File: src/hdl/bfnn_pkg.sv
// Package for the brute-force nearest neighbor unit.
// Holds operation codes, fixed field widths and the token type of the cell chain.
// No dependencies.
package bfnn_pkg;

    localparam int OP_W      = 2;
    localparam int IDX_W     = 8;
    localparam int DIST_W    = 26;
    localparam int DIM_REG_W = 5;

    localparam logic [OP_W-1:0] OP_LOAD  = 2'd0;
    localparam logic [OP_W-1:0] OP_QUERY = 2'd1;
    localparam logic [OP_W-1:0] OP_CLEAR = 2'd2;

    localparam logic [DIM_REG_W-1:0] DIM_RESET = 5'd16;

    // Control part of a distance token moving down the cell chain.
    typedef struct packed {
        logic valid;
        logic last;
    } t_bfnn_tok;

endpackage

File: src/hdl/bfnn_cell.sv
// One cell of the distance chain: holds one query coordinate and adds its
// squared difference to the passing partial sum. Depends on bfnn_pkg.
module bfnn_cell import bfnn_pkg::*; #(
    parameter int COORD_BITS = 11,
    parameter int SUM_W      = 26
) (
    input  logic                  i_clk,
    input  logic                  i_rst_n,
    input  logic                  i_q_we,
    input  logic [COORD_BITS-1:0] i_q_data,
    input  logic                  i_active,
    input  logic [COORD_BITS-1:0] i_coord,
    input  t_bfnn_tok             i_tok,
    input  logic [SUM_W-1:0]      i_sum,
    output t_bfnn_tok             o_tok,
    output logic [SUM_W-1:0]      o_sum
);

    logic [COORD_BITS-1:0]          r_q;
    t_bfnn_tok                      r_tok;
    logic [SUM_W-1:0]               r_sum;
    logic signed [COORD_BITS:0]     w_diff;
    logic signed [2*COORD_BITS+1:0] w_prod;
    logic [2*COORD_BITS-1:0]        w_sq;
    logic [SUM_W-1:0]               n_sum;

    // The square of the difference is never negative and fits in 2*COORD_BITS bits.
    assign w_diff = $signed({i_coord[COORD_BITS-1], i_coord}) - $signed({r_q[COORD_BITS-1], r_q});
    assign w_prod = w_diff * w_diff;
    assign w_sq   = w_prod[2*COORD_BITS-1:0];
    assign n_sum  = i_sum + (i_active ? SUM_W'(w_sq) : '0);

    always_ff @(posedge i_clk) begin
        if (!i_rst_n) begin
            r_tok <= '0;
        end else begin
            r_tok <= i_tok;
        end
    end

    always_ff @(posedge i_clk) begin
        if (i_q_we) begin
            r_q <= i_q_data;
        end
        r_sum <= n_sum;
    end

    assign o_tok = r_tok;
    assign o_sum = r_sum;

endmodule

File: config.mk
export PLATFORM = sky130hd
export DESIGN_NAME = bfnn_cell
export DESIGN_NICKNAME = d
export VERILOG_FILES = /design/src/hdl/bfnn_pkg.sv /design/src/hdl/bfnn_cell.sv
export SDC_FILE = /design/constraint.sdc
export NUM_CORES = 1
export LEC_CHECK = 0
export BUFFER_PORTS_ARGS = -buffer_cell sky130_fd_sc_hd__buf_2
export CORE_AREA = 2 2 124 126
export DETAILED_ROUTE_END_ITERATION = 8
export DIE_AREA = 0 0 126 128
export MAX_ROUTING_LAYER = met4
export PLACE_DENSITY_LB_ADDON = 0.08
export SLEW_MARGIN = 20
export SYNTH_ARGS = -nofsm -noshare
export SYNTH_HDL_FRONTEND = slang
export SYNTH_SLANG_ARGS = --single-unit
File: constraint.sdc
create_clock -name i_clk -period 16.5 [get_ports i_clk]
set_input_delay 0.825 -clock i_clk [delete_from_list [all_inputs] [get_ports i_clk]]
set_output_delay 0.825 -clock i_clk [all_outputs]
set_load 0.02 [all_outputs]
==> results_dict.tcl <==
set metrics [dict create \
    clock_path_buffers 2 \
    fill_cells 1376 \
    core_area_sq_um 14900 \
    post-cts-setup-buffer-count 0 \
    via_count_of_the_first_global_routing_pass 5814 \
    synth_flop_cell "dfxtp_1" \
    period_share 0.576 \
    design.die.area_sq_um 16100 \
    max_cap_viol_count 0 \
    worst_path_largest_cell_delay_ns 0.55 \
    crit_top_cell "inv_1" \
    holdCritStartpoint "i_q_data[3]" \
    placed_cells_incl_taps 1081 \
    ctsHtreeMaxLevel 2 \
    cp-start-kind "input port" \
    grt_setup_unrepaired "no" \
    cts_inserted_buffers 5 \
    gp_routability_congestion 0.907 \
    final_hold_viol_count 0 \
    least_margin_pin_slew_ns 0.890 \
    hold_ws_ns 0.694 \
    cts_tree "built" \
    drt_pre_antenna_iters 5 \
    drv_slew 0 \
    postRouteAntennaNets 0 \
    post_cts_resized 0 \
    worst_setup_path_startpoint "i_coord[0]" \
    grtUsageTotal 0.214 \
    synthTopCellsByArea "fa_1 (31%), ha_1 (14%), inv_1 (11%)" \
    yosys.cell_count.top_type "inv_1" \
    worst_clock_skew_ns 0.00853 \
    worstSetupEndpointType "flip-flop" \
    drt_drc_violations_left 0 \
    final_cells 1089 \
    yosys_warnings 0 \
    clk_transition_reported_paths_ns 0.07 \
    grt_pass1_wl_um 27200 \
    die_w_um 126 \
    synth.largest_area_cell "fa_1" \
    port_buffers 81 \
    crit_required_ns 16.67 \
    layout-area-overhead-vs-synth_pct 10.6 \
    async_reset_ff_frac 0 \
    floorplan.io_pins 82 \
    postRouteWirelength_um 15600 \
    min-delay-path-class "in2reg" \
    synth_commonest_cells "inv_1 (211), fa_1 (112), ha_1 (83)" \
    rows 45 \
    hpwlAfterDp_um 13200 \
    initial_core_utilization 0.488 \
    worst_skew_pair.late_latency_ns 0.30 \
    vias 5501 \
    worst_path_slowest_cell "fa_1" \
    antenna-diode-count 0 \
    final.min_clock_period_ns 9.51 \
    synth-edff-count 11 \
    die_h_um 128 \
    cell_at_the_root_of_the_clock_tree "clkbuf_16" \
    launch_point_of_the_worst_reg_to_reg_path "r_q[1]" \
    setup_total_negative_slack_ns 0 \
    ctsHoldBuffers 0 \
    postSynthCellCount 819 \
    synthDominantCellAreaShare 0.309 \
    synth.ff_latch_count 39 \
    routed_wire_length_per_instance_um 14.4 \
    synth.cell_area_sq_um 7250 \
    layout-drive-gt1-share 0.117 \
    netlist-cell-type-count 65 \
    initial_detailed_routing_violation_count 207 \
    tritoncts_num_sinks 39 \
    nNetsFinal 1149 \
    run_status "finished, final reports clean" \
    grt_start_max_net_pins 26 \
    synthesis.nets 1068 \
    viasPerCell 5.05 \
    worst_slew_margin_rel 0.402 \
    crit_arrival_ns 9.68 \
    path_max_fanout 12 \
    synth_area_per_cell_sq_um 8.86 \
    worst-setup-path-type "in2reg" \
    antenna_violations_before_repair 0 \
    grt_overflow 0 \
    synth_seq_area_share 0.123 \
    setup_viol 0 \
    max_freq_mhz 105 \
]
## worst max-delay path: cells and delay by family
kind | cells | cell delay (ns)
adder cells (fa/ha/maj) | 9 | 3.54
AND/OR/NAND/NOR | 8 | 2.08
buffers and inverters | 8 | 0.63
XOR/XNOR | 2 | 0.30
AO/OA/AOI/OAI | 9 | 2.28
## cell families after synthesis
group	synth area share
buf+inv	0.116
fa+ha+maj	0.452
simple gates	0.129
compound gates	0.118
xor+xnor	0.0623
flops	0.123
## through the flow
stage | area [sq um] | util | setup WS [ns]
6_report | 8020 | 0.540 | 6.99
5_1_grt | 8020 | 0.540 | 6.55
4_1_cts | 8020 | 0.540 | 7.03
3_5_place_dp | 7880 | 0.530 | 6.75
3_3_place_gp | 7880 | 0.530 | 6.94
2_1_floorplan | 7250 | - | 7.71
## placed cells by master, fill, tap and decap left out, types with 3 or more instances in the layout
master,n
nand2_1,50
a21oi_1,29
nor2_1,62
edfxtp_1,11
nor2b_1,7
o21bai_1,3
o21a_1,12
ha_1,83
a21o_1,10
nand2b_1,10
xor2_1,13
o2111ai_1,4
nand3_1,10
xnor2_1,36
and3_1,7
o21ai_0,19
nor3b_1,3
a31oi_1,7
o211ai_1,5
nor3_1,10
clkbuf_16,5
nor4b_1,3
inv_1,211
fa_1,112
and2_1,16
buf_2,81
a211o_1,3
clkinv_1,3
nor4_1,3
dfxtp_1,28
## flip-flops by register name, summed over array words and instances (netlist names)
signal and cells:
o_sum 26, o_tok 2, r_q 11
## metal layers
| layer | wire (um) | up-vias | track usage |
|---|---|---|---|
| met1 | 7450 | 2616 | 0.291 |
| met4 | 225 | 0 | 0.0485 |
| met2 | 7320 | 118 | 0.341 |
| met3 | 650 | 22 | 0.0326 |
| met5 | 0 | - | - |
| li1 | - | 2745 | - |
## worst paths after layout
check | to | slack (ns) | cells after the start
setup / recovery | o_sum[24] | 6.99 | 36
hold / removal | r_q[3] | 0.69 | 1
setup reg to reg | o_sum[24] | 7.28 | 35
hold reg to reg | o_sum[0] | 1.13 | 3
## final cells by class
cell class	instances	area [sq um]	area share
inverter	214	803	0.100
timing repair buffer	83	420	0.0524
clock buffer	5	125	0.0156
clock inverter	3	17.5	0.00218
sequential	39	891	0.111
multi-input combinational	557	5530	0.689
tap	188	235	0.0293
Power is not shown: default switching activity piles up to over one toggle a cycle in this logic, so the estimate is an artifact.
